`config.mk`:
```
export PLATFORM = sky130hd
export DESIGN_NAME = char_lcd_cursor_front_end
export DESIGN_NICKNAME = d
export VERILOG_FILES = /design/src/hw/rtl/clcf_pkg.sv /design/src/hw/rtl/clcf_cursor.sv /design/src/hw/rtl/clcf_emit.sv /design/src/hw/rtl/char_lcd_cursor_front_end.sv
export SDC_FILE = /design/constraint.sdc
export NUM_CORES = 1
export LEC_CHECK = 0
export BUFFER_PORTS_ARGS = -buffer_cell sky130_fd_sc_hd__buf_2
export CAP_MARGIN = 15
export CORE_ASPECT_RATIO = 1.1
export CORE_UTILIZATION = 35
export DETAILED_ROUTE_END_ITERATION = 12
export GPL_TIMING_DRIVEN = 0
export HOLD_SLACK_MARGIN = 0.03
export PLACE_DENSITY = 0.6
export SYNTH_ARGS = -nofsm -noshare
export SYNTH_HDL_FRONTEND = slang
export SYNTH_HIERARCHICAL = 1
export SYNTH_SLANG_ARGS = --single-unit
```
`constraint.sdc`:
```
create_clock -name clk -period 5.4 [get_ports clk]
set_input_delay 0.54 -clock clk [delete_from_list [all_inputs] [get_ports clk]]
set_output_delay 0.54 -clock clk [all_outputs]
set_load 0.02 [all_outputs]
```
`src/hw/rtl/clcf_pkg.sv`:
```
// shared types, codes and constants of the character lcd cursor front end
// no dependencies; imported by every module of the block
`timescale 1ns / 1ps

package clcf_pkg;

	// default geometry of the display
	localparam int COLUMNS_DEF    = 40;
	localparam int LINE2_BASE_DEF = 64;

	// request opcodes
	localparam logic [2:0] OP_PRINT = 3'd0;
	localparam logic [2:0] OP_MOVE  = 3'd1;
	localparam logic [2:0] OP_CLEAR = 3'd2;
	localparam logic [2:0] OP_HOME  = 3'd3;
	localparam logic [2:0] OP_INIT  = 3'd4;

	// screen selector codes
	localparam logic [1:0] SCR_UPPER   = 2'd0;
	localparam logic [1:0] SCR_LOWER   = 2'd1;
	localparam logic [1:0] SCR_BOTH    = 2'd2;
	localparam logic [1:0] SCR_INVALID = 2'd3;

	// special characters
	localparam logic [7:0] CH_NEWLINE = 8'h0A;
	localparam logic [7:0] CH_RETURN  = 8'h0D;

	// lcd commands
	localparam logic [7:0] CMD_SET_ADDR      = 8'h80;
	localparam logic [7:0] CMD_CLEAR_DISPLAY = 8'h01;
	localparam logic [7:0] CMD_RETURN_HOME   = 8'h02;

	// number of commands in the init sequence
	localparam logic [2:0] INIT_LEN = 3'd6;

	// request item
	typedef struct packed {
		logic [2:0] opcode;
		logic [1:0] screen_select;
		logic [7:0] char_or_position;
	} req_item_t;

	// result item
	typedef struct packed {
		logic [7:0] bus_byte;
		logic       is_data;
		logic       strobe_upper;
		logic       strobe_lower;
		logic       last;
	} rsp_item_t;

	// decoded plan of one request, handed to the emitter
	typedef struct packed {
		logic [2:0] count;
		logic [7:0] byte0;
		logic [7:0] byte1;
		logic       data0;
		logic       init;
		logic       strobe_upper;
		logic       strobe_lower;
	} plan_t;

	// init sequence: function set, clear, display on, entry mode, shift, home
	function automatic logic [7:0] init_byte(input logic [2:0] idx);
		logic [7:0] b;
		unique case (idx)
			3'd0:    b = 8'h38;
			3'd1:    b = 8'h01;
			3'd2:    b = 8'h0C;
			3'd3:    b = 8'h06;
			3'd4:    b = 8'h14;
			3'd5:    b = 8'h02;
			default: b = 8'h00;
		endcase
		return b;
	endfunction

endpackage

```
`src/hw/rtl/clcf_cursor.sv`:
```
// cursor registers of both controllers and the request decoder
// depends on clcf_pkg
`timescale 1ns / 1ps

module clcf_cursor import clcf_pkg::*; #(
	parameter int COLUMNS    = COLUMNS_DEF,
	parameter int LINE2_BASE = LINE2_BASE_DEF
) (
	input  logic      clk,
	input  logic      arst_n,
	input  req_item_t item,
	input  logic      apply,
	output plan_t     plan
);

	localparam logic [7:0] COLS8 = 8'(COLUMNS);
	localparam logic [7:0] TWO8  = 8'(2 * COLUMNS);
	localparam logic [6:0] COLS7 = 7'(COLUMNS);
	localparam logic [7:0] BASE8 = 8'(LINE2_BASE);

	logic [6:0] upper_q;
	logic [6:0] lower_q;
	logic [6:0] cur;
	logic [6:0] cur_next;
	logic [6:0] upd_val;
	logic       upd_en;
	logic       sel_upper;
	logic       sel_lower;

	// set-address command for a cursor position
	function automatic logic [7:0] set_addr(input logic [6:0] pos);
		logic [7:0] a;
		if ({1'b0, pos} >= COLS8) begin
			a = BASE8 + ({1'b0, pos} - COLS8);
		end else begin
			a = {1'b0, pos};
		end
		return CMD_SET_ADDR | a;
	endfunction

	assign sel_upper = (item.screen_select == SCR_UPPER) || (item.screen_select == SCR_BOTH);
	assign sel_lower = (item.screen_select == SCR_LOWER) || (item.screen_select == SCR_BOTH);
	assign cur       = (item.screen_select == SCR_LOWER) ? lower_q : upper_q;
	assign cur_next  = cur + 7'd1;

	// decode one request into results and a cursor update
	always_comb begin
		plan              = '0;
		plan.strobe_upper = sel_upper;
		plan.strobe_lower = sel_lower;
		upd_val           = '0;
		upd_en            = 1'b0;
		if (item.screen_select != SCR_INVALID) begin
			unique case (item.opcode)
				OP_PRINT: begin
					if (item.screen_select != SCR_BOTH) begin
						if (item.char_or_position == CH_NEWLINE) begin
							// jump to the start of the other line
							if ({1'b0, cur} < COLS8) begin
								plan.count = 3'd1;
								plan.byte0 = set_addr(COLS7);
								upd_val    = COLS7;
								upd_en     = 1'b1;
							end else if ({1'b0, cur} < TWO8) begin
								plan.count = 3'd1;
								plan.byte0 = set_addr(7'd0);
								upd_en     = 1'b1;
							end
						end else if (item.char_or_position == CH_RETURN) begin
							// back to the start of the current line
							if ({1'b0, cur} < COLS8) begin
								plan.count = 3'd1;
								plan.byte0 = set_addr(7'd0);
								upd_en     = 1'b1;
							end else if ({1'b0, cur} < TWO8) begin
								plan.count = 3'd1;
								plan.byte0 = set_addr(COLS7);
								upd_val    = COLS7;
								upd_en     = 1'b1;
							end
						end else begin
							// character data, wrap to the first cell past the end
							plan.count = 3'd1;
							plan.byte0 = item.char_or_position;
							plan.data0 = 1'b1;
							upd_en     = 1'b1;
							if ({1'b0, cur_next} >= TWO8) begin
								plan.count = 3'd2;
								plan.byte1 = set_addr(7'd0);
							end else begin
								upd_val = cur_next;
							end
						end
					end
				end
				OP_MOVE: begin
					if (item.char_or_position < TWO8) begin
						plan.count = 3'd1;
						plan.byte0 = set_addr(item.char_or_position[6:0]);
						upd_val    = item.char_or_position[6:0];
						upd_en     = 1'b1;
					end
				end
				OP_CLEAR: begin
					plan.count = 3'd1;
					plan.byte0 = CMD_CLEAR_DISPLAY;
					upd_en     = 1'b1;
				end
				OP_HOME: begin
					plan.count = 3'd1;
					plan.byte0 = CMD_RETURN_HOME;
					upd_en     = 1'b1;
				end
				OP_INIT: begin
					plan.count = INIT_LEN;
					plan.init  = 1'b1;
					upd_en     = 1'b1;
				end
				default: begin
				end
			endcase
		end
	end

	// cursor update when the request is handed on
	always_ff @(posedge clk or negedge arst_n) begin
		if (!arst_n) begin
			upper_q <= '0;
			lower_q <= '0;
		end else if (apply && upd_en) begin
			if (sel_upper) begin
				upper_q <= upd_val;
			end
			if (sel_lower) begin
				lower_q <= upd_val;
			end
		end
	end

endmodule

```
`src/hw/rtl/clcf_emit.sv`:
```
// result emitter: holds one decoded request and sends its results in order
// depends on clcf_pkg
`timescale 1ns / 1ps

module clcf_emit import clcf_pkg::*; (
	input  logic      clk,
	input  logic      arst_n,
	input  plan_t     plan,
	input  logic      load,
	output logic      free,
	output logic      rsp_valid,
	input  logic      rsp_stall,
	output rsp_item_t rsp
);

	logic       busy_q;
	logic [2:0] idx_q;
	plan_t      plan_q;
	logic       take;
	logic       is_last;

	assign is_last   = (idx_q == (plan_q.count - 3'd1));
	assign take      = busy_q && !rsp_stall;
	assign free      = !busy_q || (take && is_last);
	assign rsp_valid = busy_q;

	// current result from the held plan
	always_comb begin
		rsp.bus_byte     = plan_q.init ? init_byte(idx_q)
		                 : ((idx_q == 3'd0) ? plan_q.byte0 : plan_q.byte1);
		rsp.is_data      = (idx_q == 3'd0) && plan_q.data0;
		rsp.strobe_upper = plan_q.strobe_upper;
		rsp.strobe_lower = plan_q.strobe_lower;
		rsp.last         = is_last;
	end

	// busy flag and result index
	always_ff @(posedge clk or negedge arst_n) begin
		if (!arst_n) begin
			busy_q <= 1'b0;
			idx_q  <= '0;
		end else if (load) begin
			busy_q <= 1'b1;
			idx_q  <= '0;
		end else if (take && is_last) begin
			busy_q <= 1'b0;
		end else if (take) begin
			idx_q <= idx_q + 3'd1;
		end
	end

	// held plan
	always_ff @(posedge clk) begin
		if (load) begin
			plan_q <= plan;
		end
	end

endmodule

```
`src/hw/rtl/char_lcd_cursor_front_end.sv`:
```
// Front end for a dual-controller two-line character LCD.
// Request channel (req_valid, req_stall, req): opcode, screen select and a
// character or cursor position. Result channel (rsp_valid, rsp_stall, rsp):
// one bus byte per item, marked command or data, with a strobe per
// controller; last marks the final result of a request.
// A request is registered in the input register at acceptance, decoded against
// the cursors from there, and moves into the emitter once it is free; its
// first result shows from the emitter register.
// Results leave at one per cycle while the receiver does not stall; a request
// holds the emitter until its last result (one to six) is taken, and a
// request that makes no result leaves the input register without loading the
// emitter. The input register takes a new request in the cycle in which the
// previous one moves on, so requests follow back to back while results drain.
// Reset clears both cursors to position 0 and empties both registers.
// When the receiver stalls, the shown result holds, the emitter waits and
// a waiting request with results raises req_stall until the emitter frees.
// Depends on clcf_pkg, clcf_cursor and clcf_emit.
`timescale 1ns / 1ps

module char_lcd_cursor_front_end import clcf_pkg::*; #(
	parameter int COLUMNS    = COLUMNS_DEF,
	parameter int LINE2_BASE = LINE2_BASE_DEF
) (
	input  logic      clk,
	input  logic      arst_n,
	input  logic      req_valid,
	output logic      req_stall,
	input  req_item_t req,
	output logic      rsp_valid,
	input  logic      rsp_stall,
	output rsp_item_t rsp
);

	logic      valid_s1;
	req_item_t item_s1;
	plan_t     plan;
	logic      free;
	logic      load;
	logic      move_s1;

	// input register hands on when the emitter is free or nothing is emitted
	assign load      = valid_s1 && (plan.count != 3'd0) && free;
	assign move_s1   = valid_s1 && ((plan.count == 3'd0) || free);
	assign req_stall = valid_s1 && !move_s1;

	always_ff @(posedge clk or negedge arst_n) begin
		if (!arst_n) begin
			valid_s1 <= 1'b0;
		end else if (!req_stall) begin
			valid_s1 <= req_valid;
		end
	end

	always_ff @(posedge clk) begin
		if (req_valid && !req_stall) begin
			item_s1 <= req;
		end
	end

	// cursor state and decode
	clcf_cursor #(
		.COLUMNS    (COLUMNS),
		.LINE2_BASE (LINE2_BASE)
	) u_cursor (
		.clk    (clk),
		.arst_n (arst_n),
		.item   (item_s1),
		.apply  (load),
		.plan   (plan)
	);

	// result sequencing
	clcf_emit u_emit (
		.clk       (clk),
		.arst_n    (arst_n),
		.plan      (plan),
		.load      (load),
		.free      (free),
		.rsp_valid (rsp_valid),
		.rsp_stall (rsp_stall),
		.rsp       (rsp)
	);

endmodule

```
==> impl_metrics.py, run 1 <==
metrics = {
    "synth": {
        "synthCells": 306,
        "synth.cell_area_sq_um": 3292,
        "synthArstFlopShare_pct": 34.55,
        "yosys_register_bits": 55,
        "avgSynthCellArea_sq_um": 10.76,
        "synth_top_area_share_pct": 32.84,
        "synth-edff-count": 36,
        "synth_area_leaders": "edfxtp_1 33%, dfrtp_1 14%, ha_1 4.6%",
        "ys_types": 67,
        "synthFlopType": "edfxtp_1",
        "yosysWarnings": 6,
        "synthMostInstantiatedCell": "edfxtp_1",
        "synth_top_area_cell": "edfxtp_1",
        "yosysSeqAreaShare_pct": 47.28,
        "synthTopCellsByCount": "36 x edfxtp_1, 23 x nand2_1, 23 x nor2_1",
    },
    "setup_path": {
        "worstSetupPathType": "flip-flop to flip-flop",
        "max_stage_delay_ns": 0.45,
        "rrSetupSlack_ns": 0.74,
        "end_kind": "flip-flop",
        "arrival_ns": 4.89,
        "reg2reg_depth": 17,
        "critPathLaunchType": "flip-flop",
        "r2r_end": "u_cursor/upper_q[2]$_DFFE_PN0P_",
        "path_cells": "inv_1 > ha_1 > buf_2 > buf_2 > mux2_2 > ha_1 > nand4b_1 > a211oi_1 > xnor2_1 > mux2i_1 > nor2_1 > o21ai_0 > nor3_4 > nor2_4 > o2111ai_4 > or2_4 > o21ai_1",
        "crit_slowest_cell": "mux2i_1",
        "required_ns": 5.64,
        "crit_path_max_fanout": 17,
        "timing.rr.start": "item_s1[9]$_DFFE_PP_",
    },
    "layout": {
        "nets": 379,
        "final_util_pct": 41.24,
        "drive_gt1_share_pct": 21.65,
        "n_antenna_cell": 0,
        "final_cells": 465,
        "syn2layout_area_growth_pct": 12.85,
        "fillers": 870,
    },
    "cts": {
        "cts_resized": 0,
        "clk_pin_slew_ns": 0.10,
        "cts-buffers-inserted": 5,
        "cts_tree": "yes",
        "htree_levels": 2,
        "cts_max_path_buffers": 2,
        "clk_latency_ns": 0.31,
        "cts.sinks": 55,
        "cts_hold_buffers": 0,
        "root_buffer": "clkbuf_8",
    },
    "power": {
        "p_sw_share_pct": 36.85,
        "power.switching_uw": 450.5,
        "cellLeakagePower_nw": 1.520,
        "fin_total_pwr_mw": 1.223,
        "internal_power_uw": 772.1,
        "power_frac_comb_pct": 35.2,
        "peakVddDrop_mv": 0.1046,
        "p_clk_share_pct": 18.8,
        "seqPwrFrac_pct": 46.0,
        "p_per_area_nw_per_um2": 329.1,
    },
    "timing": {
        "relSlewSlack_pct": 42.76,
        "period_needed_ns": 4.659,
        "fin_worst_skew_ns": 0.007993,
        "rsz0062_at_grt": "no",
        "finalHoldViolations": 0,
        "post-route-period-util_pct": 86.27,
        "slew_viol_final": 0,
        "fin_ws_ns": 0.7414,
        "holdWs_ns": 0.1549,
        "fmax_mhz": 214.7,
        "finalSetupViolCount": 0,
        "tightest_slew_ns": 0.8576,
    },
    "detailed_routing": {
        "drt-total-wl_microns": 6815,
        "drt_iter0_markers": 139,
        "postRouteAntennaNets": 0,
        "wire_per_inst_microns": 14.66,
        "via_per_inst": 5.237,
        "drc": 0,
        "drt_first_pass_iters": 4,
        "num_vias": 2435,
    },
    "floorplan": {
        "die_y_microns": 103.7,
        "rows": 36,
        "initial_utilization_pct": 36.54,
        "pin_count": 31,
        "die_w_microns": 94.47,
        "die_area_sq_um": 9798,
        "coreArea_sq_um": 9009,
    },
    "global_routing": {
        "grt_usage_pct": 14.64,
        "grt_pass1_wl_microns": 11340,
        "overflow": 0,
        "grt_max_degree": 34,
        "antenna_found_initial": 0,
        "grt_pass1_vias": 2381,
    },
    "placed_design": {
        "dpl.hpwl_microns": 5046,
        "place.gp.congestion": 0.8713,
        "post-place-ws_ns": 0.3898,
        "dp_cells": 456,
        "io_buffer_count": 30,
    },
    "run_status": {
        "status": "complete, no violations",
    },
    "hold_path": {
        "min_path_type": "input port to async pin",
    },
    "flow_run": {
        "max-cap-violations": 0,
    },
}
[cells by family (layout without fill, tap and decap cells)]
kind of cell             count (synthesis)  count (layout)  synth area share, %
flip-flops                              55              55                47.28
multiplexers                            16              16                5.587
AO/OA/AOI/OAI                           73              73                15.85
adder cells (fa/ha/maj)                 12              12                4.561
other                                    1               7               0.1139
buffers and inverters                   35              73                5.587
AND/OR/NAND/NOR                        106             107                18.47
XOR/XNOR                                 8               8                2.547
[metal layers]
layer  track usage [%]  vias to the layer above  routed length [microns]
met5                 0                        -                        0
met1             18.98                     1181                     3063
li1                  -                     1200                        -
met2             25.36                       50                     3454
met4             3.247                        0                       45
met3             2.276                        4                      251
[timing repair]
item | in CTS | in global routing
endpoints found under the hold margin | 0 | 0
buffers inserted | 0 | 0
setup endpoints to repair | 0 | 13
[worst max-delay path, delay by kind of cell (launching register included)]
kind                     cells  cell delay, ns
flip-flops                   1            0.43
AO/OA/AOI/OAI                4            1.02
AND/OR/NAND/NOR              5            1.16
adder cells (fa/ha/maj)      2            0.41
buffers and inverters        3            0.56
XOR/XNOR                     1            0.18
multiplexers                 2            0.81
[power by group through the flow]
stage	logic (mW)	clock network (mW)	registers [mW]
5_1_grt	0.481	0.255	0.572
2_1_floorplan	0.318	0	0.561
3_3_place_gp	0.417	0	0.572
3_5_place_dp	0.425	0	0.572
4_1_cts	0.427	0.240	0.563
6_report	0.431	0.230	0.562
[flip-flops by register name (all words and copies together), names as in the netlist]
signal            flops
u_emit/plan_q        21
item_s1              13
u_cursor/lower_q      7
u_cursor/upper_q      7
u_emit/idx_q          3
u_emit/rsp            2
u_emit/rsp_valid      1
valid_s1              1
[stage by stage]
| step | cell area, sq um | setup TNS, ns |
|---|---|---|
| floorplan | 3314 | 0 |
| global placement | 3607 | -18.52 |
| detailed placement | 3615 | 0 |
| CTS | 3709 | 0 |
| global route | 3715 | 0 |
| finish | 3715 | 0 |
[placed cells by master, fill, tap and decap left out, types with 3 or more instances in the layout]
| cell | Yosys | routed |
|---|---|---|
| o21ai_1 | 8 | 8 |
| dfrtp_1 | 19 | 19 |
| buf_4 | 13 | 13 |
| nor3b_1 | 3 | 3 |
| o21ai_0 | 15 | 15 |
| or2_2 | 3 | 3 |
| and3_1 | 4 | 4 |
| mux2i_1 | 9 | 9 |
| mux2_4 | 4 | 4 |
| a21oi_1 | 17 | 17 |
| nor3_1 | 7 | 7 |
| nor2b_1 | 6 | 6 |
| conb_1 | 1 | 7 |
| a22oi_1 | 3 | 3 |
| a211oi_1 | 3 | 3 |
| clkbuf_1 | 5 | 5 |
| a32oi_1 | 3 | 3 |
| and2_1 | 3 | 3 |
| inv_1 | 14 | 14 |
| nor2_1 | 23 | 22 |
| xor2_1 | 4 | 4 |
| ha_1 | 12 | 12 |
| nand2b_1 | 7 | 7 |
| nand3_1 | 4 | 4 |
| nand3b_1 | 3 | 3 |
| xnor2_1 | 3 | 3 |
| nand2_1 | 23 | 23 |
| and3b_1 | 3 | 3 |
| nor4b_1 | 3 | 3 |
| buf_2 | 2 | 32 |
| edfxtp_1 | 36 | 36 |
| clkbuf_8 | 0 | 5 |
[worst max path at each step]
| stage | from | end | slack (ns) | cells past startpoint |
|---|---|---|---|---|
| 2_1_floorplan | item_s1[9]$_DFFE_PP_ | u_cursor/upper_q[2]$_DFFE_PN0P_ | 0.23 | 17 |
| 3_3_place_gp | item_s1[9]$_DFFE_PP_ | u_cursor/upper_q[1]$_DFFE_PN0P_ | -1.04 | 17 |
| 3_5_place_dp | item_s1[9]$_DFFE_PP_ | u_cursor/upper_q[2]$_DFFE_PN0P_ | 0.39 | 17 |
| 4_1_cts | item_s1[9]$_DFFE_PP_ | u_cursor/upper_q[2]$_DFFE_PN0P_ | 0.35 | 17 |
| 5_1_grt | item_s1[9]$_DFFE_PP_ | u_cursor/lower_q[5]$_DFFE_PN0P_ | 0.24 | 18 |
| 6_report | item_s1[9]$_DFFE_PP_ | u_cursor/upper_q[2]$_DFFE_PN0P_ | 0.74 | 17 |
[area by class of cell]
cell class / instances / area [sq um] / share of cell area [%]
Tap cell: 114 / 142.6 / 3.840
Clock buffer: 5 / 68.82 / 1.852
Sequential cell: 55 / 1556 / 41.90
Inverter: 14 / 52.55 / 1.415
Clock inverter: 3 / 25.02 / 0.6736
Timing Repair Buffer: 30 / 150.1 / 4.042
Multi-Input combinational cell: 223 / 1588 / 42.74
Buffer: 21 / 131.4 / 3.537
(Power assumes the default switching activity.)
==> inputs of run 2 (changes only) <==
- CORE_UTILIZATION: 35 -> 54
- PLACE_DENSITY: 0.6 -> 0.83
==> impl_metrics.py, run 2 (same netlist as run 1, synthesis figures left out) <==
metrics = {
    "run_status": {
        "status": "complete, no violations",
    },
    "setup_path": {
        "required_ns": 5.63,
        "crit_path_max_fanout": 33,
        "worstSetupPathType": "flip-flop to flip-flop",
        "arrival_ns": 5.21,
        "end_kind": "flip-flop",
        "path_cells": "inv_1 > ha_1 > buf_2 > buf_2 > mux2i_1 > inv_1 > ha_1 > nand4b_1 > a211oi_1 > xnor2_1 > mux2i_1 > nor2_1 > o21ai_0 > nor3_4 > nor2_4 > o2111ai_4 > or2_4 > o21ai_1",
        "max_stage_delay_ns": 0.70,
        "crit_slowest_cell": "nor2_4",
        "critPathLaunchType": "flip-flop",
    },
    "timing": {
        "slew_viol_final": 0,
        "finalHoldViolations": 0,
        "period_needed_ns": 4.978,
        "fmax_mhz": 200.9,
        "fin_worst_skew_ns": 0.007643,
        "relSlewSlack_pct": 41.41,
        "tightest_slew_ns": 0.8768,
        "setup_tns_ns": 0,
        "post-route-period-util_pct": 92.19,
        "finalSetupViolCount": 0,
        "rsz0062_at_grt": "no",
    },
    "power": {
        "p_per_area_nw_per_um2": 329.7,
        "fin_total_pwr_mw": 1.206,
        "peakVddDrop_mv": 0.1966,
        "cellLeakagePower_nw": 1.516,
    },
    "placed_design": {
        "place.gp.congestion": 0.9233,
        "dpl.hpwl_microns": 4729,
        "placed_cell_area_sq_um": 3568,
        "io_buffer_count": 30,
        "dp_cells": 419,
    },
    "cts": {
        "cts_tree": "yes",
        "post_cts_buffers": 0,
        "clk_latency_ns": 0.30,
        "root_buffer": "clkbuf_8",
        "cts.sinks": 55,
        "cts_resized": 0,
        "cts-buffers-inserted": 5,
        "htree_levels": 2,
        "cts_max_path_buffers": 2,
        "clk_pin_slew_ns": 0.09,
        "cts_hold_buffers": 0,
    },
    "global_routing": {
        "grt_max_degree": 34,
        "antenna_found_initial": 0,
        "grt_pass1_wl_microns": 10540,
        "grt_usage_pct": 21.01,
        "grt_pass1_vias": 2307,
        "overflow": 0,
    },
    "floorplan": {
        "die_w_microns": 76.45,
        "rows": 29,
        "coreArea_sq_um": 5842,
        "die_y_microns": 83.89,
        "die_area_sq_um": 6413,
        "initial_utilization_pct": 56.35,
        "pin_count": 31,
    },
    "layout": {
        "fin_area_sq_um": 3657,
        "drive_gt1_share_pct": 21.14,
        "final_cells": 427,
        "nets": 378,
        "largest_register_ffs": 21,
        "final_util_pct": 62.60,
        "layout_common_cells": "36 x edfxtp_1, 32 x buf_2, 23 x nand2_1",
        "largest_registers": "u_emit/plan_q x21, item_s1 x13",
        "n_antenna_cell": 0,
        "syn2layout_area_growth_pct": 11.10,
        "layout_commonest_cell": "edfxtp_1",
        "top_register": "u_emit/plan_q",
    },
    "detailed_routing": {
        "drt_iter0_markers": 151,
        "wire_per_inst_microns": 14.80,
        "drc": 0,
        "num_vias": 2407,
        "via_per_inst": 5.637,
        "drt_first_pass_iters": 4,
        "drt-total-wl_microns": 6321,
        "postRouteAntennaNets": 0,
    },
    "hold_path": {
        "min_path_type": "input port to async pin",
    },
    "flow_run": {
        "max-cap-violations": 0,
    },
}
[run 2: cell count changes in the layout (fill, tap and decap cells not counted), sizes merged]
cell | previous run | this run
nor2 | 24 | 23
[run 2: path summary, 6_finish.rpt]
| path | start | to | slack [ns] | depth (start not counted) |
|---|---|---|---|---|
| setup / recovery | item_s1[9]$_DFFE_PP_ | u_cursor/upper_q[1]$_DFFE_PN0P_ | 0.42 | 18 |
| hold / removal | arst_n | u_emit/idx_q[2]$_DFFE_PN0P_ | 0.16 | 1 |
| setup reg to reg | item_s1[9]$_DFFE_PP_ | u_cursor/upper_q[1]$_DFFE_PN0P_ | 0.42 | 18 |
| max in group asynchronous | arst_n | u_cursor/lower_q[1]$_DFFE_PN0P_ | 4.94 | 1 |
| hold reg to reg | u_cursor/upper_q[0]$_DFFE_PN0P_ | u_cursor/upper_q[0]$_DFFE_PN0P_ | 0.53 | 2 |
| min in group clk | req[12] | item_s1[12]$_DFFE_PP_ | 0.41 | 1 |
[run 2: per-layer routing]
| layer | up-vias | track usage (%) | share of wire (%) |
|---|---|---|---|
| li1 | 1196 | - | - |
| met1 | 1131 | 25.77 | 42 |
| met2 | 70 | 36.86 | 51 |
| met3 | 10 | 3.716 | 4.7 |
| met4 | 0 | 7.692 | 2.1 |
| met5 | - | 0 | 0 |
[run 2: final cells by class]
| class | instances | area [sq um] |
|---|---|---|
| fillers | 472 | 2185 |
| multi-input cells | 222 | 1582 |
| flip-flops and latches | 55 | 1556 |
| repair buffers | 30 | 150.1 |
| plain buffers | 21 | 131.4 |
| well taps | 77 | 96.34 |
| clock buffers | 5 | 68.82 |
| inverters | 14 | 52.55 |
| clock inverters | 3 | 20.02 |
[run 2: per-stage QoR]
stage / setup WS [ns] / hold WS (ns)
4_1_cts: 0.4724 / 0.1628
2_1_floorplan: 0.2346 / 0.2444
5_1_grt: 0.00002842 / 0.1840
6_report: 0.4217 / 0.1566
3_5_place_dp: 0.4870 / 0.5007
3_3_place_gp: -0.8653 / 0.4918
[run 2: power by group]
part / switching, mW / internal, mW
clock: 0.128 / 0.0906
sequential: 0.0498 / 0.511
combinational: 0.259 / 0.167
[run 2: critical path: cells and delay by family (launching register included)]
family | cells | cell delay, ns
AOI/OAI and AO/OA | 4 | 1.22
xor gates and xnor gates | 1 | 0.14
adders and majority gates | 2 | 0.40
buffers and inverters | 4 | 0.66
DFF | 1 | 0.43
muxes | 2 | 0.61
and+or+nand+nor | 5 | 1.45
==> inputs of run 3 (changes only) <==
- CELL_PAD_IN_SITES_DETAIL_PLACEMENT: unset -> 0
- CELL_PAD_IN_SITES_GLOBAL_PLACEMENT: unset -> 1
- CORE_UTILIZATION: 54 -> 43
==> impl_metrics.py, run 3 (same netlist as run 1, synthesis figures left out) <==
metrics = {
    "cts": {
        "root_buffer": "clkbuf_8",
        "post_cts_buffers": 0,
        "cts_hold_buffers": 0,
        "clk_pin_slew_ns": 0.10,
        "cts_tree": "yes",
        "cts_resized": 0,
        "cts.sinks": 55,
        "clk_latency_ns": 0.32,
        "cts_max_path_buffers": 2,
        "htree_levels": 2,
        "cts-buffers-inserted": 5,
    },
    "setup_path": {
        "end_kind": "flip-flop",
        "worstSetupPathType": "flip-flop to flip-flop",
        "crit_path_max_fanout": 17,
        "critPathLaunchType": "flip-flop",
        "required_ns": 5.64,
        "arrival_ns": 4.94,
    },
    "floorplan": {
        "initial_utilization_pct": 44.29,
        "die_area_sq_um": 8010,
        "pin_count": 31,
        "die_y_microns": 93.77,
        "coreArea_sq_um": 7432,
        "die_w_microns": 85.43,
        "rows": 33,
    },
    "layout": {
        "layout_common_cells": "36 x edfxtp_1, 32 x buf_2, 23 x nand2_1",
        "syn2layout_area_growth_pct": 12.50,
        "fillers": 712,
        "n_antenna_cell": 0,
        "multi_input_area_sq_um": 1588,
        "largest_registers": "u_emit/plan_q x21, item_s1 x13",
        "layout_commonest_cell": "edfxtp_1",
        "final_util_pct": 49.83,
        "drive_gt1_share_pct": 21.65,
        "top_register": "u_emit/plan_q",
        "nets": 379,
        "largest_register_ffs": 21,
        "seq_area_sq_um": 1556,
    },
    "power": {
        "p_per_area_nw_per_um2": 344.6,
        "peakVddDrop_mv": 0.1382,
        "cellLeakagePower_nw": 1.534,
        "fin_total_pwr_mw": 1.276,
    },
    "placed_design": {
        "place.gp.congestion": 0.8718,
        "post-place-ws_ns": 0.3845,
        "io_buffer_count": 30,
        "dpl.hpwl_microns": 4984,
    },
    "detailed_routing": {
        "drt_iter0_markers": 121,
        "drt_first_pass_iters": 5,
        "via_per_inst": 5.516,
        "postRouteAntennaNets": 0,
        "drc": 0,
        "num_vias": 2416,
        "drt-total-wl_microns": 6730,
        "wire_per_inst_microns": 15.37,
    },
    "global_routing": {
        "grt_max_degree": 34,
        "grt_pass1_vias": 2332,
        "grt_usage_pct": 17.87,
        "antenna_found_initial": 0,
        "overflow": 0,
        "grt_pass1_wl_microns": 10980,
    },
    "timing": {
        "finalSetupViolCount": 0,
        "fin_worst_skew_ns": 0.009316,
        "tightest_slew_ns": 0.7776,
        "finalHoldViolations": 0,
        "period_needed_ns": 4.701,
        "fmax_mhz": 212.7,
        "rsz0062_at_grt": "no",
        "fin_ws_ns": 0.6988,
        "slew_viol_final": 0,
        "setup_tns_ns": 0,
        "relSlewSlack_pct": 48.11,
        "post-route-period-util_pct": 87.06,
    },
    "hold_path": {
        "min_path_type": "input port to async pin",
    },
    "flow_run": {
        "max-cap-violations": 0,
    },
    "run_status": {
        "status": "complete, no violations",
    },
}
[run 3: cell type report]
type	count	share of cell area, %
timing repair buffer	30	4.054
inverter	14	1.419
sequential	55	42.03
tap	87	2.939
buffer	21	3.547
clock buffer	5	1.858
clock inverter	3	1.284
multi-input combinational	223	42.87
[run 3: metal layers]
layer,up-vias,global-route usage (%),wire length [microns]
met1,1159,21.23,2931
li1,1199,-,-
met2,45,32.53,3472
met5,-,0,0
met4,0,6.250,146
met3,13,2.900,180
[run 3: per-stage QoR]
step | area [sq um] | std cells | hold slack (ns)
4_1_cts | 3697 | 437 | 0.1539
3_5_place_dp | 3581 | 429 | 0.5076
3_3_place_gp | 3573 | 429 | 0.4950
2_1_floorplan | 3314 | 312 | 0.2444
5_1_grt | 3704 | 438 | 0.1785
6_report | 3704 | 438 | 0.1529
[run 3: power breakdown]
group	switching, mW	internal [mW]
combinational	0.264	0.168
clock	0.142	0.141
sequential	0.0506	0.511
[run 3: path summary, 6_finish.rpt]
path	depth (start not counted)	slack [ns]	startpoint	end
max	18	0.70	item_s1[9]$_DFFE_PP_	u_cursor/upper_q[2]$_DFFE_PN0P_
min	1	0.15	arst_n	u_cursor/upper_q[5]$_DFFE_PN0P_
max reg2reg	18	0.70	item_s1[9]$_DFFE_PP_	u_cursor/upper_q[2]$_DFFE_PN0P_
min reg2reg	2	0.54	u_cursor/lower_q[1]$_DFFE_PN0P_	u_cursor/lower_q[1]$_DFFE_PN0P_
max in group asynchronous	1	4.95	arst_n	u_cursor/upper_q[3]$_DFFE_PN0P_
min in group clk	1	0.39	req[10]	item_s1[10]$_DFFE_PP_
[run 3: critical path, cell delays in order, from the launching register on]
cell	delay, ns
edfxtp_1	0.43
inv_1	0.10
ha_1	0.19
buf_2	0.20
buf_2	0.25
mux2i_1	0.31
inv_1	0.07
ha_1	0.22
nand4b_1	0.15
a211oi_1	0.10
xnor2_1	0.18
mux2i_1	0.46
nor2_1	0.11
o21ai_0	0.43
nor3_4	0.13
nor2_4	0.44
o2111ai_4	0.34
or2_4	0.35
o21ai_1	0.13
